$ cat config.mk
export PLATFORM = sky130hd
export DESIGN_NAME = adsr_sine_voice_top_flat
export DESIGN_NICKNAME = d
export VERILOG_FILES = /design/src/hdl/adsr_pkg.sv /design/src/hdl/adsr_if.sv /design/src/hdl/adsr_env.sv /design/src/hdl/adsr_mul.sv /design/src/hdl/adsr_sine_voice_top.sv /design/src/flat_wrapper.sv
export VERILOG_INCLUDE_DIRS = /design/src /design/src/hdl
export SDC_FILE = /design/constraint.sdc
export NUM_CORES = 2
export LEC_CHECK = 0
export BUFFER_PORTS_ARGS = -buffer_cell sky130_fd_sc_hd__buf_2
export CELL_PAD_IN_SITES_DETAIL_PLACEMENT = 1
export CELL_PAD_IN_SITES_GLOBAL_PLACEMENT = 1
export CORE_UTILIZATION = 35
export CTS_CLUSTER_DIAMETER = 40
export CTS_CLUSTER_SIZE = 40
export DETAILED_ROUTE_END_ITERATION = 10
export MAX_ROUTING_LAYER = met4
export PLACE_DENSITY = 0.67
export RECOVER_POWER = 100
export SLEW_MARGIN = 20
export SYNTH_ARGS = -nofsm -noshare
export SYNTH_HDL_FRONTEND = slang
export SYNTH_SLANG_ARGS = --single-unit
$ cat constraint.sdc
create_clock -name clk -period 9.92 [get_ports clk]
set_input_delay 1.488 -clock clk [delete_from_list [all_inputs] [get_ports clk]]
set_output_delay 1.488 -clock clk [all_outputs]
set_load 0.005 [all_outputs]
$ cat src/hdl/adsr_sine_voice_top_assert.svh
// Assertion macros for the ADSR sine voice.
// Needs signals named clk and rst in the including module.
`ifndef ADSR_SINE_VOICE_TOP_ASSERT_SVH
`define ADSR_SINE_VOICE_TOP_ASSERT_SVH

// Same-cycle implication, disabled in reset
`define ADSR_ASSERT_IMPL(lbl, ante, cons, msg) \
  lbl: assert property (@(posedge clk) disable iff (rst) (ante) |-> (cons)) \
    else $error(msg);

// Next-cycle implication, disabled in reset
`define ADSR_ASSERT_NEXT(lbl, ante, cons, msg) \
  lbl: assert property (@(posedge clk) disable iff (rst) (ante) |=> (cons)) \
    else $error(msg);

`endif

$ cat src/hdl/adsr_pkg.sv
// Shared types, constants and the quarter-wave sine table of the ADSR voice.
// No dependencies; every other file but the assertion header imports it.
package adsr_pkg;

  // Sizing
  localparam int SINE_TABLE_DEPTH = 1024;
  localparam int SAMPLE_WIDTH     = 16;
  localparam int PHASE_W          = 32;
  localparam int IDX_W            = $clog2(SINE_TABLE_DEPTH);
  localparam int QTR_W            = IDX_W - 2;
  localparam int QTR_DEPTH        = SINE_TABLE_DEPTH / 4;
  localparam int AMP_W            = SAMPLE_WIDTH - 1;
  localparam int FULL_SCALE       = (1 << (SAMPLE_WIDTH - 1)) - 1;

  // Envelope and register widths
  localparam int ENV_W      = 25;
  localparam int ENV_ONE    = 1 << 24;
  localparam int STEP_W     = 25;
  localparam int VOL_W      = 9;
  localparam int INC_W      = 31;
  localparam int STAGE_W    = 3;
  localparam int CFG_IDX_W  = 3;
  localparam int CFG_DATA_W = 31;

  // Multiplier sizing: volume*env, then that times |sine|
  localparam int PROD1_W   = VOL_W + ENV_W;
  localparam int MUL_B_W   = (AMP_W > VOL_W) ? AMP_W : VOL_W;
  localparam int PROD_W    = PROD1_W + MUL_B_W;
  localparam int RND_SHIFT = 32;
  localparam int MAG_W     = PROD_W + 1 - RND_SHIFT;

  // Register indexes
  localparam logic [CFG_IDX_W-1:0] REG_ATTACK_STEP     = 3'd0;
  localparam logic [CFG_IDX_W-1:0] REG_DECAY_STEP      = 3'd1;
  localparam logic [CFG_IDX_W-1:0] REG_RELEASE_STEP    = 3'd2;
  localparam logic [CFG_IDX_W-1:0] REG_SUSTAIN_LEVEL   = 3'd3;
  localparam logic [CFG_IDX_W-1:0] REG_VOLUME          = 3'd4;
  localparam logic [CFG_IDX_W-1:0] REG_PHASE_INCREMENT = 3'd5;

  // Register reset values
  localparam logic [STEP_W-1:0] RST_ATTACK_STEP     = 25'd381;
  localparam logic [STEP_W-1:0] RST_DECAY_STEP      = 25'd285;
  localparam logic [STEP_W-1:0] RST_RELEASE_STEP    = 25'd95;
  localparam logic [ENV_W-1:0]  RST_SUSTAIN_LEVEL   = 25'd4194304;
  localparam logic [VOL_W-1:0]  RST_VOLUME          = 9'd128;
  localparam logic [INC_W-1:0]  RST_PHASE_INCREMENT = 31'd25479016;

  // Output stage codes
  localparam logic [STAGE_W-1:0] STAGE_ATTACK  = 3'd0;
  localparam logic [STAGE_W-1:0] STAGE_DECAY   = 3'd1;
  localparam logic [STAGE_W-1:0] STAGE_SUSTAIN = 3'd2;
  localparam logic [STAGE_W-1:0] STAGE_RELEASE = 3'd3;
  localparam logic [STAGE_W-1:0] STAGE_DONE    = 3'd4;

  typedef enum logic [4:0] {
    ENV_ATTACK  = 5'b00001,
    ENV_DECAY   = 5'b00010,
    ENV_SUSTAIN = 5'b00100,
    ENV_RELEASE = 5'b01000,
    ENV_DONE    = 5'b10000
  } env_state_t;

  typedef struct packed {
    logic [STEP_W-1:0] attack_step;
    logic [STEP_W-1:0] decay_step;
    logic [STEP_W-1:0] release_step;
    logic [ENV_W-1:0]  sustain_level;
    logic [VOL_W-1:0]  volume;
    logic [INC_W-1:0]  phase_increment;
  } cfg_regs_t;

  // Envelope update handed from the envelope unit to the sequencer
  typedef struct packed {
    logic [ENV_W-1:0] level;
    env_state_t       state;
    logic             active;
  } env_upd_t;

  function automatic logic [STAGE_W-1:0] stage_code(env_state_t s);
    logic [STAGE_W-1:0] c;
    unique case (s)
      ENV_ATTACK:  c = STAGE_ATTACK;
      ENV_DECAY:   c = STAGE_DECAY;
      ENV_SUSTAIN: c = STAGE_SUSTAIN;
      ENV_RELEASE: c = STAGE_RELEASE;
      default:     c = STAGE_DONE;
    endcase
    return c;
  endfunction

  // Sine polynomial, Q30, evaluated at elaboration only
  localparam longint Q30_ONE = longint'(1) << 30;
  localparam longint COEF1   = 1686629713;
  localparam longint COEF3   = -693598669;
  localparam longint COEF5   = 85569306;
  localparam longint COEF7   = -5026995;
  localparam longint COEF9   = 172272;

  function automatic logic [AMP_W-1:0] sine_amp(longint x);
    longint x2;
    longint t;
    longint s;
    x2 = x * x / Q30_ONE;
    t  = COEF9;
    t  = COEF7 + t * x2 / Q30_ONE;
    t  = COEF5 + t * x2 / Q30_ONE;
    t  = COEF3 + t * x2 / Q30_ONE;
    t  = COEF1 + t * x2 / Q30_ONE;
    s  = t * x / Q30_ONE;
    if (s < 0) s = 0;
    if (s > Q30_ONE) s = Q30_ONE;
    return AMP_W'((s * longint'(FULL_SCALE) + Q30_ONE / 2) / Q30_ONE);
  endfunction

  typedef logic [AMP_W-1:0] qtab_t [QTR_DEPTH];

  function automatic qtab_t build_qtab();
    qtab_t tab;
    for (int i = 0; i < QTR_DEPTH; i++) begin
      tab[i] = sine_amp((longint'(i) << 30) / QTR_DEPTH);
    end
    return tab;
  endfunction

  // Quarter wave, entries 0..QTR_DEPTH-1; the peak point stands alone
  localparam qtab_t            SINE_QTR  = build_qtab();
  localparam logic [AMP_W-1:0] SINE_PEAK = sine_amp(Q30_ONE);

endpackage

$ cat src/hdl/adsr_if.sv
// Valid/ready channels of the ADSR voice: note input, result output, register writes.
// Depends on adsr_pkg.
interface adsr_in_if import adsr_pkg::*; ();
  logic valid;
  logic ready;
  logic start_note;
  logic key_held;

  modport source (output valid, output start_note, output key_held, input ready);
  modport sink   (input valid, input start_note, input key_held, output ready);
endinterface

interface adsr_out_if import adsr_pkg::*; ();
  logic                           valid;
  logic                           ready;
  logic signed [SAMPLE_WIDTH-1:0] sample;
  logic [ENV_W-1:0]               envelope_level;
  logic [STAGE_W-1:0]             stage;
  logic                           note_done;

  modport source (output valid, output sample, output envelope_level, output stage,
                  output note_done, input ready);
  modport sink   (input valid, input sample, input envelope_level, input stage,
                  input note_done, output ready);
endinterface

interface adsr_cfg_if import adsr_pkg::*; ();
  logic                  valid;
  logic                  ready;
  logic [CFG_IDX_W-1:0]  index;
  logic [CFG_DATA_W-1:0] data;

  modport source (output valid, output index, output data, input ready);
  modport sink   (input valid, input index, input data, output ready);
endinterface

$ cat src/hdl/adsr_env.sv
// Envelope unit: one add/subtract and clamp compare per sample tick.
// Depends on adsr_pkg.
module adsr_env import adsr_pkg::*; (
  input  logic [ENV_W-1:0] level,
  input  env_state_t       state,
  input  logic             start,
  input  logic             held,
  input  cfg_regs_t        regs,
  output env_upd_t         upd
);

  localparam int LVL_W = ENV_W + 2;
  localparam logic signed [LVL_W-1:0] FULL_S = LVL_W'(ENV_ONE);

  logic signed [LVL_W-1:0] lvl0;
  logic signed [LVL_W-1:0] step_s;
  logic signed [LVL_W-1:0] sum;
  logic signed [LVL_W-1:0] sus_s;
  logic signed [LVL_W-1:0] res;
  logic [STEP_W-1:0]       step;
  logic [ENV_W-1:0]        sus;
  env_state_t              st0;
  env_state_t              st1;

  // Start pulse applies before the update
  always_comb begin
    lvl0 = start ? '0 : signed'({2'b00, level});
    st0  = start ? ENV_ATTACK : state;
  end

  // Sustain clamped to full scale
  assign sus   = (regs.sustain_level > ENV_W'(ENV_ONE)) ? ENV_W'(ENV_ONE) : regs.sustain_level;
  assign sus_s = signed'({2'b00, sus});

  // Shared adder: rise in attack, fall in decay and release
  always_comb begin
    unique case (st0)
      ENV_DECAY:   step = regs.decay_step;
      ENV_RELEASE: step = regs.release_step;
      default:     step = regs.attack_step;
    endcase
    step_s = signed'({2'b00, step});
    if (st0 == ENV_DECAY || st0 == ENV_RELEASE) begin
      sum = lvl0 - step_s;
    end else begin
      sum = lvl0 + step_s;
    end
  end

  // Clamp and stage change
  always_comb begin
    res = lvl0;
    st1 = st0;
    unique case (st0)
      ENV_ATTACK: begin
        res = sum;
        if (sum >= FULL_S) begin
          res = FULL_S;
          st1 = ENV_DECAY;
        end
      end
      ENV_DECAY: begin
        res = sum;
        if (sum < sus_s) begin
          res = sus_s;
          st1 = ENV_SUSTAIN;
        end
      end
      ENV_SUSTAIN: begin
        res = sus_s;
        if (!held) st1 = ENV_RELEASE;
      end
      ENV_RELEASE: begin
        res = sum;
        if (sum < 0) begin
          res = '0;
          st1 = ENV_DONE;
        end
      end
      default: begin
        res = lvl0;
        st1 = st0;
      end
    endcase
  end

  assign upd.level  = res[ENV_W-1:0];
  assign upd.state  = st1;
  assign upd.active = (st0 != ENV_DONE);

endmodule

$ cat src/hdl/adsr_mul.sv
// Shared multiplier with registered product, used twice per sample.
// Depends on adsr_pkg.
module adsr_mul import adsr_pkg::*; (
  input  logic               clk,
  input  logic               en,
  input  logic [PROD1_W-1:0] a,
  input  logic [MUL_B_W-1:0] b,
  output logic [PROD_W-1:0]  product
);

  // Product register, payload only
  always_ff @(posedge clk) begin
    if (en) product <= PROD_W'(a) * PROD_W'(b);
  end

endmodule

$ cat src/hdl/adsr_sine_voice_top.sv
// Top level of the ADSR sine voice: register file, sequencer, sine lookup, output register.
// Depends on adsr_pkg, adsr_if, adsr_env, adsr_mul and adsr_sine_voice_top_assert.svh.

// One note word is one audio sample tick. After a word is taken the block steps through
// SEQ_ENV, SEQ_MUL1, SEQ_MUL2 and SEQ_EMIT with it: envelope update with sine lookup and
// phase advance, volume times envelope in the shared multiplier, that product times the
// sine magnitude in the same multiplier, then rounding, saturation and the load of the
// result register. A new word is taken in the cycle the result register loads, so the
// block works on one word at a time, held back by the two passes through the one
// multiplier; a full result register stalls SEQ_EMIT until it drains. Register writes are
// taken at any time and must only be made while no word is in flight.
module adsr_sine_voice_top import adsr_pkg::*; (
  input  logic              clk,
  input  logic              rst,
  adsr_in_if.sink           note,
  adsr_out_if.source        result,
  adsr_cfg_if.sink          cfg
);

  `include "adsr_sine_voice_top_assert.svh"

  typedef enum logic [4:0] {
    SEQ_IDLE = 5'b00001,
    SEQ_ENV  = 5'b00010,
    SEQ_MUL1 = 5'b00100,
    SEQ_MUL2 = 5'b01000,
    SEQ_EMIT = 5'b10000
  } seq_state_t;

  seq_state_t state;
  seq_state_t state_next;

  cfg_regs_t        regs;
  logic [ENV_W-1:0] env_level;
  env_state_t       env_state;
  logic [PHASE_W-1:0] osc_phase;
  logic             active;
  logic             start;
  logic             held;
  logic [AMP_W-1:0] mag;
  logic             neg;

  env_upd_t           upd;
  logic               accept;
  logic               can_load;
  logic               load;
  logic [PROD1_W-1:0] mul_a;
  logic [MUL_B_W-1:0] mul_b;
  logic [PROD_W-1:0]  product;

  logic [IDX_W-1:0]   tab_idx;
  logic [QTR_W-1:0]   kq;
  logic [QTR_W-1:0]   kq_mir;
  logic [AMP_W-1:0]   amp;

  logic [PROD_W:0]           p_rnd;
  logic [MAG_W-1:0]          m_full;
  logic [AMP_W-1:0]          m_sat;
  logic [SAMPLE_WIDTH-1:0]   m_ext;
  logic [SAMPLE_WIDTH-1:0]   sample_val;

  // Register file
  assign cfg.ready = 1'b1;

  always_ff @(posedge clk) begin
    if (rst) begin
      regs.attack_step     <= RST_ATTACK_STEP;
      regs.decay_step      <= RST_DECAY_STEP;
      regs.release_step    <= RST_RELEASE_STEP;
      regs.sustain_level   <= RST_SUSTAIN_LEVEL;
      regs.volume          <= RST_VOLUME;
      regs.phase_increment <= RST_PHASE_INCREMENT;
    end else if (cfg.valid) begin
      unique case (cfg.index)
        REG_ATTACK_STEP:     regs.attack_step     <= cfg.data[STEP_W-1:0];
        REG_DECAY_STEP:      regs.decay_step      <= cfg.data[STEP_W-1:0];
        REG_RELEASE_STEP:    regs.release_step    <= cfg.data[STEP_W-1:0];
        REG_SUSTAIN_LEVEL:   regs.sustain_level   <= cfg.data[ENV_W-1:0];
        REG_VOLUME:          regs.volume          <= cfg.data[VOL_W-1:0];
        REG_PHASE_INCREMENT: regs.phase_increment <= cfg.data[INC_W-1:0];
        default: ;
      endcase
    end
  end

  // Handshake
  assign can_load   = !result.valid || result.ready;
  assign load       = (state == SEQ_EMIT) && can_load;
  assign note.ready = (state == SEQ_IDLE) || load;
  assign accept     = note.valid && note.ready;

  // Sequencer
  always_comb begin
    state_next = state;
    unique case (state)
      SEQ_IDLE: if (note.valid) state_next = SEQ_ENV;
      SEQ_ENV:  state_next = SEQ_MUL1;
      SEQ_MUL1: state_next = SEQ_MUL2;
      SEQ_MUL2: state_next = SEQ_EMIT;
      SEQ_EMIT: if (can_load) state_next = note.valid ? SEQ_ENV : SEQ_IDLE;
      default:  state_next = SEQ_IDLE;
    endcase
  end

  always_ff @(posedge clk) begin
    if (rst) state <= SEQ_IDLE;
    else     state <= state_next;
  end

  // Capture the note word
  always_ff @(posedge clk) begin
    if (accept) begin
      start <= note.start_note;
      held  <= note.key_held;
    end
  end

  // Envelope unit
  adsr_env u_env (
    .level (env_level),
    .state (env_state),
    .start (start),
    .held  (held),
    .regs  (regs),
    .upd   (upd)
  );

  // Sine lookup by quarter-wave symmetry
  always_comb begin
    tab_idx = osc_phase[PHASE_W-1 -: IDX_W];
    kq      = tab_idx[QTR_W-1:0];
    kq_mir  = ~kq + QTR_W'(1);
    if (tab_idx[IDX_W-2]) begin
      amp = (kq == '0) ? SINE_PEAK : SINE_QTR[kq_mir];
    end else begin
      amp = SINE_QTR[kq];
    end
  end

  // Voice state, phase and sine sample updated in the envelope cycle
  always_ff @(posedge clk) begin
    if (rst) begin
      env_level <= '0;
      env_state <= ENV_DONE;
      osc_phase <= '0;
      active    <= 1'b0;
    end else if (state == SEQ_ENV) begin
      env_level <= upd.level;
      env_state <= upd.state;
      active    <= upd.active;
      if (upd.active) osc_phase <= osc_phase + PHASE_W'(regs.phase_increment);
    end
  end

  always_ff @(posedge clk) begin
    if (state == SEQ_ENV) begin
      mag <= amp;
      neg <= tab_idx[IDX_W-1];
    end
  end

  // Shared multiplier operands
  always_comb begin
    if (state == SEQ_MUL2) begin
      mul_a = product[PROD1_W-1:0];
      mul_b = MUL_B_W'(mag);
    end else begin
      mul_a = PROD1_W'(env_level);
      mul_b = MUL_B_W'(regs.volume);
    end
  end

  adsr_mul u_mul (
    .clk     (clk),
    .en      ((state == SEQ_MUL1) || (state == SEQ_MUL2)),
    .a       (mul_a),
    .b       (mul_b),
    .product (product)
  );

  // Round, saturate and sign
  always_comb begin
    p_rnd  = {1'b0, product} + ((PROD_W + 1)'(1) << (RND_SHIFT - 1));
    m_full = p_rnd[PROD_W:RND_SHIFT];
    m_sat  = (m_full > MAG_W'(FULL_SCALE)) ? AMP_W'(FULL_SCALE) : m_full[AMP_W-1:0];
    m_ext  = {1'b0, m_sat};
    if (!active)  sample_val = '0;
    else if (neg) sample_val = -m_ext;
    else          sample_val = m_ext;
  end

  // Result register
  always_ff @(posedge clk) begin
    if (rst) begin
      result.valid <= 1'b0;
    end else if (load) begin
      result.valid <= 1'b1;
    end else if (result.ready) begin
      result.valid <= 1'b0;
    end
  end

  always_ff @(posedge clk) begin
    if (load) begin
      result.sample         <= signed'(sample_val);
      result.envelope_level <= env_level;
      result.stage          <= stage_code(env_state);
      result.note_done      <= (env_state == ENV_DONE);
    end
  end

  // Checks
  `ADSR_ASSERT_IMPL(a_level_bound, 1'b1, env_level <= ENV_W'(ENV_ONE), "envelope above full scale")
  `ADSR_ASSERT_IMPL(a_done_flag, result.valid, result.note_done == (result.stage == STAGE_DONE), "done flag disagrees with stage")
  `ADSR_ASSERT_IMPL(a_done_silent, result.valid && result.note_done, result.sample == '0, "done note not silent")
  `ADSR_ASSERT_NEXT(a_phase_hold, state != SEQ_ENV, osc_phase == $past(osc_phase), "phase moved outside envelope cycle")

endmodule

$ cat src/flat_wrapper.sv
// flat-port wrapper written by rule: the top's interface ports become plain ports
module adsr_sine_voice_top_flat import adsr_pkg::*;
  (clk, rst, note_valid, note_start_note, note_key_held, note_ready, result_valid, result_sample, result_envelope_level, result_stage, result_note_done, result_ready, cfg_valid, cfg_index, cfg_data, cfg_ready);
  adsr_in_if note_i ();
  adsr_out_if result_i ();
  adsr_cfg_if cfg_i ();
  input  logic clk;
  input  logic rst;
  input wire logic [$bits(note_i.valid)-1:0] note_valid;
  input wire logic [$bits(note_i.start_note)-1:0] note_start_note;
  input wire logic [$bits(note_i.key_held)-1:0] note_key_held;
  output wire logic [$bits(note_i.ready)-1:0] note_ready;
  output wire logic [$bits(result_i.valid)-1:0] result_valid;
  output wire logic [$bits(result_i.sample)-1:0] result_sample;
  output wire logic [$bits(result_i.envelope_level)-1:0] result_envelope_level;
  output wire logic [$bits(result_i.stage)-1:0] result_stage;
  output wire logic [$bits(result_i.note_done)-1:0] result_note_done;
  input wire logic [$bits(result_i.ready)-1:0] result_ready;
  input wire logic [$bits(cfg_i.valid)-1:0] cfg_valid;
  input wire logic [$bits(cfg_i.index)-1:0] cfg_index;
  input wire logic [$bits(cfg_i.data)-1:0] cfg_data;
  output wire logic [$bits(cfg_i.ready)-1:0] cfg_ready;
  assign note_i.valid = note_valid;
  assign note_i.start_note = note_start_note;
  assign note_i.key_held = note_key_held;
  assign note_ready = note_i.ready;
  assign result_valid = result_i.valid;
  assign result_sample = result_i.sample;
  assign result_envelope_level = result_i.envelope_level;
  assign result_stage = result_i.stage;
  assign result_note_done = result_i.note_done;
  assign result_i.ready = result_ready;
  assign cfg_i.valid = cfg_valid;
  assign cfg_i.index = cfg_index;
  assign cfg_i.data = cfg_data;
  assign cfg_ready = cfg_i.ready;
  adsr_sine_voice_top u_core (.clk(clk), .rst(rst), .note(note_i), .result(result_i), .cfg(cfg_i));
endmodule
Word-level counts from Yosys, hierarchy flattened
Memory sizes are Yosys's and may differ from the RTL's.
Index checks and enable logic that the tools add are counted.

storage, ports and cells
  register bits = 321
  memory bits (writable) = 0
  logic and storage cells = 113
  bits of input ports = 41
  output and inout port bits = 48
  latch bits = 0
  memories = 2
  bits in read-only memories = 7680

memory list
  name             words  width  read ports  clocked after Yosys merged registers in  write ports  RTL line                    RTL
  (no name shown)  256    15     1           0                                        0            adsr_sine_voice_top.sv:136  amp = SINE_QTR[kq];
  (no name shown)  256    15     1           0                                        0            adsr_sine_voice_top.sv:134  amp = (kq == '0) ? SINE_PEAK : SINE_QTR[kq_mir];

operators by class
  bitwise gates (word level) = 3
  order comparisons = 7
  div/mod/pow operators = 0
  reductions and logical operators = 19
  $add $sub $neg = 6
  muxes and demuxes = 31
  shift-type cells = 0
  multiply operators = 1
  equal/unequal tests = 22

operator list
  cell                      number
  $mux W15                  9
  $mux W25                  5
  $pmux W25 S4              1
  $add A49 B32 Y50 const B  1
  $pmux W25 S2              1
  $mul A34 B15 Y49          1
  $mux W5                   7
  $mux W34                  1
  $add A32 B31 Y32          1
  $add A27 B26 Y27          1
  $ge A27 B26 Y1 const B    1
  $lt A27 B1 Y1 const B     1
  $lt A27 B26 Y1            1
  $mux W27                  1
  $sub A27 B26 Y27          1
  $gt A25 B25 Y1 const B    1
  $pmux W5 S5               1
  $pmux W5 S4               1
  $ge A9 B9 Y1 const B      2
  $gt A18 B15 Y1 const B    1
  $not A8 Y9                2
  $reduce_and A2 Y1         9
  $neg A15 Y16              1
  $eq A5 B1 Y1 const B      3
  21 further kinds          35

Longest topological paths before layout
  word-level depth = 8
  depth in mapped cells = 32
  mapped depth without buffers = 26

Cells and area by module
A second synthesis with hierarchy kept.

unflattened totals
  cell total of the unflattened synthesis = 5536
  area total of the unflattened synthesis = 43472.9 µm²

modules (own cells, without submodules)
  module               instances  seq. area each (µm²)  cells each  area an instance (µm²)
  adsr_sine_voice_top  1          6075.8                2868        20616.0
  adsr_mul             1          1471.4                1938        17852.1
  adsr_env             1          0.0                   730         5004.8

Worst setup path before layout
OpenSTA, ideal clock, no wires.

  path kind = reg2reg
  from = reg u_core.state[0]
  to = reg u_core.u_mul.product[41], data pin
  arrival time = 7962 ps
  slack = 1687 ps
  period minus slack after synthesis = 8233 ps
  path buffers = 2
  cell stages (with the launch flop) = 28
  required time = 9648 ps
  setup time = 272 ps
  cell sequence = dfxtp_1 > or3_1 > nor3b_1 > clkbuf_1 > buf_1 > mux2i_1 > nor2_1 > fa_1 > inv_1 > fa_1 > inv_1 > fa_1 > fa_1 > fa_1 > inv_1 > fa_1 > inv_1 > ha_1 > and4_1 > nand2_1 > or3_1 > o22a_1 > a31oi_1 > o21ai_1 > a31oi_2 > a31oi_4 > mux2i_1 > or4_1

between the ends
  cells in the longest elaborated chain, start to end = 3
  elaborated cells between the ends (all ways) = 4
  classes of those cells = mul (1); eq/ne (1); mux (2)

RTL lines
  what                                         RTL line                    RTL
  start, declared                              adsr_sine_voice_top.sv:30   seq_state_t state;
  start signal, assigned                       adsr_sine_voice_top.sv:107  else state <= state_next;
  $eq A5 B4 Y1 *                               adsr_sine_voice_top.sv:164  if (state == SEQ_MUL2) begin
  $mux W34 / $mux W15 (equally long branches)  adsr_sine_voice_top.sv:164
  $mul A34 B15 Y49 *                           adsr_mul.sv:13              if (en) product <= PROD_W'(a) * PROD_W'(b);
  end signal, assigned                         adsr_mul.sv:13
  end, declared                                adsr_mul.sv:8               output logic [PROD_W-1:0] product

Every way passes the cells marked *; elsewhere a longest branch is shown, timed or not.
A chain may end at the register's enable or synchronous reset.

Final worst setup path
  from = reg u_core.osc_phase[22]
  to = reg u_core.mag[8], data pin

between the ends
  cells in the longest elaborated chain, start to end = 8
  elaborated cells between the ends (all ways) = 13
  classes of those cells = add/sub (1); mux (6); bitwise (3); reduce/logical (1); memory (2)

RTL lines
  what                                         RTL line                    RTL
  start, declared                              adsr_sine_voice_top.sv:36   logic [PHASE_W-1:0] osc_phase;
  start signal, assigned                       adsr_sine_voice_top.sv:151  if (upd.active) osc_phase <= osc_phase + PHASE_W'(regs.phase_increment);
  $not A8 Y8                                   adsr_sine_voice_top.sv:132  kq_mir = ~kq + QTR_W'(1);
  $add A8 B1 Y8                                adsr_sine_voice_top.sv:132
  $not A8 Y9 (not written as such)             adsr_sine_voice_top.sv:134
  $mem_v2 Z256 W15                             n/a
  $mux W15 (not written as such) (2 in a row)  adsr_sine_voice_top.sv:134
  $mux W15                                     adsr_sine_voice_top.sv:134
  $mux W15 *                                   adsr_sine_voice_top.sv:133  if (tab_idx[IDX_W-2]) begin
  via u_core.amp[8]                            adsr_sine_voice_top.sv:54   logic [AMP_W-1:0] amp;
  end signal, assigned                         adsr_sine_voice_top.sv:157  mag <= amp;
  end, declared                                adsr_sine_voice_top.sv:40   logic [AMP_W-1:0] mag;

The timed path passes the listed nets; every way through them passes the cells marked *. The select of a mux whose other input is x is not followed.

==> results.sh <==
export IMPL_cts_resized_gates=0
export IMPL_finalWorstSetupSlack_ns=0.236
export IMPL_layout_cell_area_non_filler_mm2=0.0464
export IMPL_filler_cell_count=14647
export IMPL_dp_slack_ns=0.901
export IMPL_num_vias=40747
export IMPL_synth_cells=5463
export IMPL_dpl_cell_area_mm2=0.0445
export IMPL_crit_path_start="u_core.osc_phase[22]"
export IMPL_run_status="finished, violations left"
export IMPL_number_of_enable_flip_flop_cells_after_synthesis=112
export IMPL_wire_length_per_cell_um=23.8
export IMPL_syn_nets=6198
export IMPL_worst_margin_pin_slew_ns=5.11
export IMPL_flow_area_growth_from_synthesis_pct=8.69
export IMPL_drcViolationCount=0
export IMPL_core_area_mm2=0.120
export IMPL_setup_repair_after_global_routing_missed_its_margin="false"
export IMPL_fin_crit_sh=0.976
export IMPL_slew_limit_headroom=-2.41
export IMPL_sequential_share_of_the_synthesized_area=0.177
export IMPL_layout_drive_gt1_share=0.0670
export IMPL_worst_r2r_setup_slack_ns=0.24
export IMPL_setup_worst_path_class="reg -> reg"
export IMPL_regToRegEndpoint="u_core.mag[8]"
export IMPL_htreeDepth=2
export IMPL_buffer_ports_inserted=87
export IMPL_worst_ir_drop_vdd_mv=0.145
export IMPL_synth_yosys_warnings=0
export IMPL_synthesis_area_per_instance_um2=7.82
export IMPL_min_period_ns=9.68
export IMPL_grtUsageTotal=0.276
export IMPL_grt_pass1_wl_um=256000
export IMPL_clock_insertion_delay_worst_skew_ns=0.67
export IMPL_totalNegativeSetupSlack_ns=0
export IMPL_chipWidth_um=351
export IMPL_worst_endpoint_arrival_ns=10.07
export IMPL_crit_path_end_kind="flop"
export IMPL_postCtsHoldBufs=0
export IMPL_synth_largest_area_cell="fa_1"
export IMPL_dieArea_mm2=0.123
export IMPL_drt_vias_per_instance=5.83
export IMPL_grt_overflow_total=0
export IMPL_grt_pass1_vias=41968
export IMPL_power_density_mw_per_mm2=88.2
export IMPL_max_freq_mhz=103
export IMPL_synthTopCellsByArea="fa_1, dfxtp_1, ha_1, edfxtp_1, nand2_1"
export IMPL_netlist_cell_type_count=99
export IMPL_dr_wl_met3_um=9770
export IMPL_slew_violations=366
export IMPL_met1Wirelength_um=72500
export IMPL_post_route_util=0.385
export IMPL_fp_dieH_um=351
export IMPL_route_final_wire_length_um=166000
export IMPL_finClkSkew_ns=0.0789
export IMPL_failed_checks="capacitance limit, slew limit"
export IMPL_cts_buffers_inserted=57
export IMPL_drt_iter0_drc=3440
export IMPL_register_to_register_path_depth=15
export IMPL_worst_endpoint_required_ns=10.31
export IMPL_async_reset_ff_frac=0
export IMPL_cts_repair_timing_setup_buffer_count=0
export IMPL_reg2reg_from="u_core.osc_phase[22]"
export IMPL_cts_clk_slew_worst_paths_ns=0.05
export IMPL_hold_viol=0
export IMPL_detailed_router_iteration_count_before_antenna_repair=6
export IMPL_setup_viol_count_final=0
export IMPL_place_detailed_hpwl_um=124000
export IMPL_routabilityCongestion=0.923
export IMPL_yosysTopAreaCellShare=0.195
export IMPL_critical_path_startpoint_type="flop"
export IMPL_timing_max_cap_violations=8
export IMPL_met2WireLength_um=78300
export IMPL_antenna_left=0
export IMPL_critical_path_endpoint="u_core.mag[8]"
export IMPL_cts_tree="done"
export IMPL_grt_antenna_before_repair=5
export IMPL_clockBufferDepth=3
export IMPL_dr_max_layer_used="met4"
export IMPL_top_level_ports=89
export IMPL_largest_net_degree_at_the_start_of_global_routing=107
export IMPL_layout_nets=6056
export IMPL_cp_max_fo=61
export IMPL_floorplan_rows=127
export IMPL_ys_ff_latch=321
export IMPL_dominantRegCellSynth="dfxtp_1"
export IMPL_cts_sinks=321
export IMPL_netlist_area_mm2=0.0427
export IMPL_min_delay_path_class="reg -> reg"
export IMPL_starting_density_of_the_core=0.355
export IMPL_p_leak_nw=19.8
export IMPL_final_hold_worst_slack_ns=0.447
export IMPL_ctsRootBufferMaster="clkbuf_16"
-- per-stage QoR --
stage               instances  total power [W]
floorplan                5463          0.00184
global placement         6873          0.00205
detailed placement       6873          0.00206
CTS                      6981          0.00412
global route             6984          0.00424
finish                   6986          0.00409
-- routing by layer --
| layer | track usage | vias up |
|---|---|---|
| met5 | - | - |
| met4 | 0.0920 | 0 |
| met3 | 0.0278 | 316 |
| met2 | 0.443 | 1417 |
| met1 | 0.362 | 20563 |
| li1 | - | 18451 |
-- power breakdown --
part / leakage (nW) / switching [W] / internal, W
clock: 0.974 / 0.000804 / 0.00124
sequential: 2.75 / 0.0000317 / 0.00138
combinational: 16.1 / 0.000434 / 0.000202
-- area by class of cell --
| cell class | instances | area, um^2 | area share |
|---|---|---|---|
| multi-input cells | 4232 | 31800 | 0.684 |
| well taps | 1612 | 2020 | 0.0434 |
| clock inverters | 44 | 528 | 0.0114 |
| inverters | 522 | 1960 | 0.0422 |
| repair buffers | 187 | 1100 | 0.0238 |
| flip-flops and latches | 321 | 7560 | 0.163 |
| clock buffers | 64 | 1480 | 0.0320 |
| diodes | 4 | 10.0 | 0.000216 |
-- cell usage in the layout (no fill, tap or decap), types with 22 or more instances in the layout --
| master | n |
|---|---|
| a31oi_1 | 43 |
| xor2_1 | 37 |
| a221oi_1 | 27 |
| nand3_1 | 134 |
| buf_2 | 42 |
| mux2_2 | 30 |
| a221o_1 | 30 |
| nand2_1 | 843 |
| a21o_1 | 55 |
| buf_4 | 85 |
| o211ai_1 | 46 |
| a311oi_1 | 43 |
| xnor2_1 | 85 |
| clkbuf_16 | 58 |
| a21oi_1 | 496 |
| clkbuf_1 | 60 |
| o21ai_0 | 259 |
| nor3_1 | 80 |
| inv_1 | 514 |
| nand2b_1 | 34 |
| and2_1 | 22 |
| edfxtp_1 | 112 |
| and3_1 | 174 |
| a211oi_1 | 99 |
| ha_1 | 277 |
| dfxtp_1 | 203 |
| nor2b_1 | 54 |
| fa_1 | 417 |
| nor2_1 | 449 |
| mux2i_1 | 38 |
| nand3b_1 | 42 |
-- synthesized netlist by cell type, drive strengths merged (80+ instances only) --
| cell | instances |
|---|---|
| dfxtp | 209 |
| clkbuf | 304 |
| edfxtp | 112 |
| nor3 | 80 |
| nor2 | 455 |
| nand3 | 134 |
| and3 | 175 |
| a21oi | 500 |
| nand2 | 845 |
| inv | 520 |
| a211oi | 102 |
| ha | 277 |
| fa | 417 |
| o21ai | 284 |
| buf | 84 |
| xnor2 | 93 |
-- registers in the layout, summed over array words and instances, names as in the netlist --
signal                        count
u_core.regs                     140
u_core.u_mul.product             49
u_core.osc_phase                 32
u_core.env_level                 25
u_core.result.envelope_level     25
u_core.result.sample             16
u_core.mag                       15
u_core.env_state                  5
u_core.state                      5
u_core.result.stage               3
u_core.active                     1
u_core.held                       1
u_core.neg                        1
u_core.result.note_done           1
u_core.result.valid               1
u_core.start                      1
-- kinds of logic after synthesis --
| logic type | share of synthesized area |
|---|---|
| AO/OA/AOI/OAI | 0.204 |
| XOR/XNOR | 0.0278 |
| adder cells (fa/ha/maj) | 0.277 |
| buffers and inverters | 0.0821 |
| flip-flops | 0.177 |
| multiplexers | 0.0251 |
| other | 0.0000878 |
| AND/OR/NAND/NOR | 0.208 |
-- critical path, cell delays in order, from the launching register on --
cell      delay (ns)
dfxtp_2         0.45
inv_1           0.10
clkbuf_1        1.45
ha_1            0.34
clkbuf_1        1.22
inv_1           0.69
ha_1            1.63
clkbuf_2        1.05
nand2_1         0.34
a31oi_1         0.57
a211oi_1        0.13
a311oi_1        0.33
a31oi_1         0.15
a211oi_1        0.54
o31ai_1         0.15
o31ai_1         0.18
-- worst min-delay path by stage --
| stage | from | endpoint | slack (ns) | cells after the start |
|---|---|---|---|---|
| finish | u_core.osc_phase[31] | u_core.neg | 0.45 | 0 |
| global route | u_core.regs[124] | u_core.regs[124] | 0.47 | 2 |
| CTS | u_core.osc_phase[31] | u_core.neg | 0.45 | 0 |
| detailed placement | u_core.osc_phase[31] | u_core.neg | 0.44 | 0 |
| global placement | u_core.regs[73] | u_core.regs[73] | 0.44 | 2 |
| floorplan | u_core.osc_phase[31] | u_core.neg | 0.42 | 0 |
(Power assumes the default switching activity.)
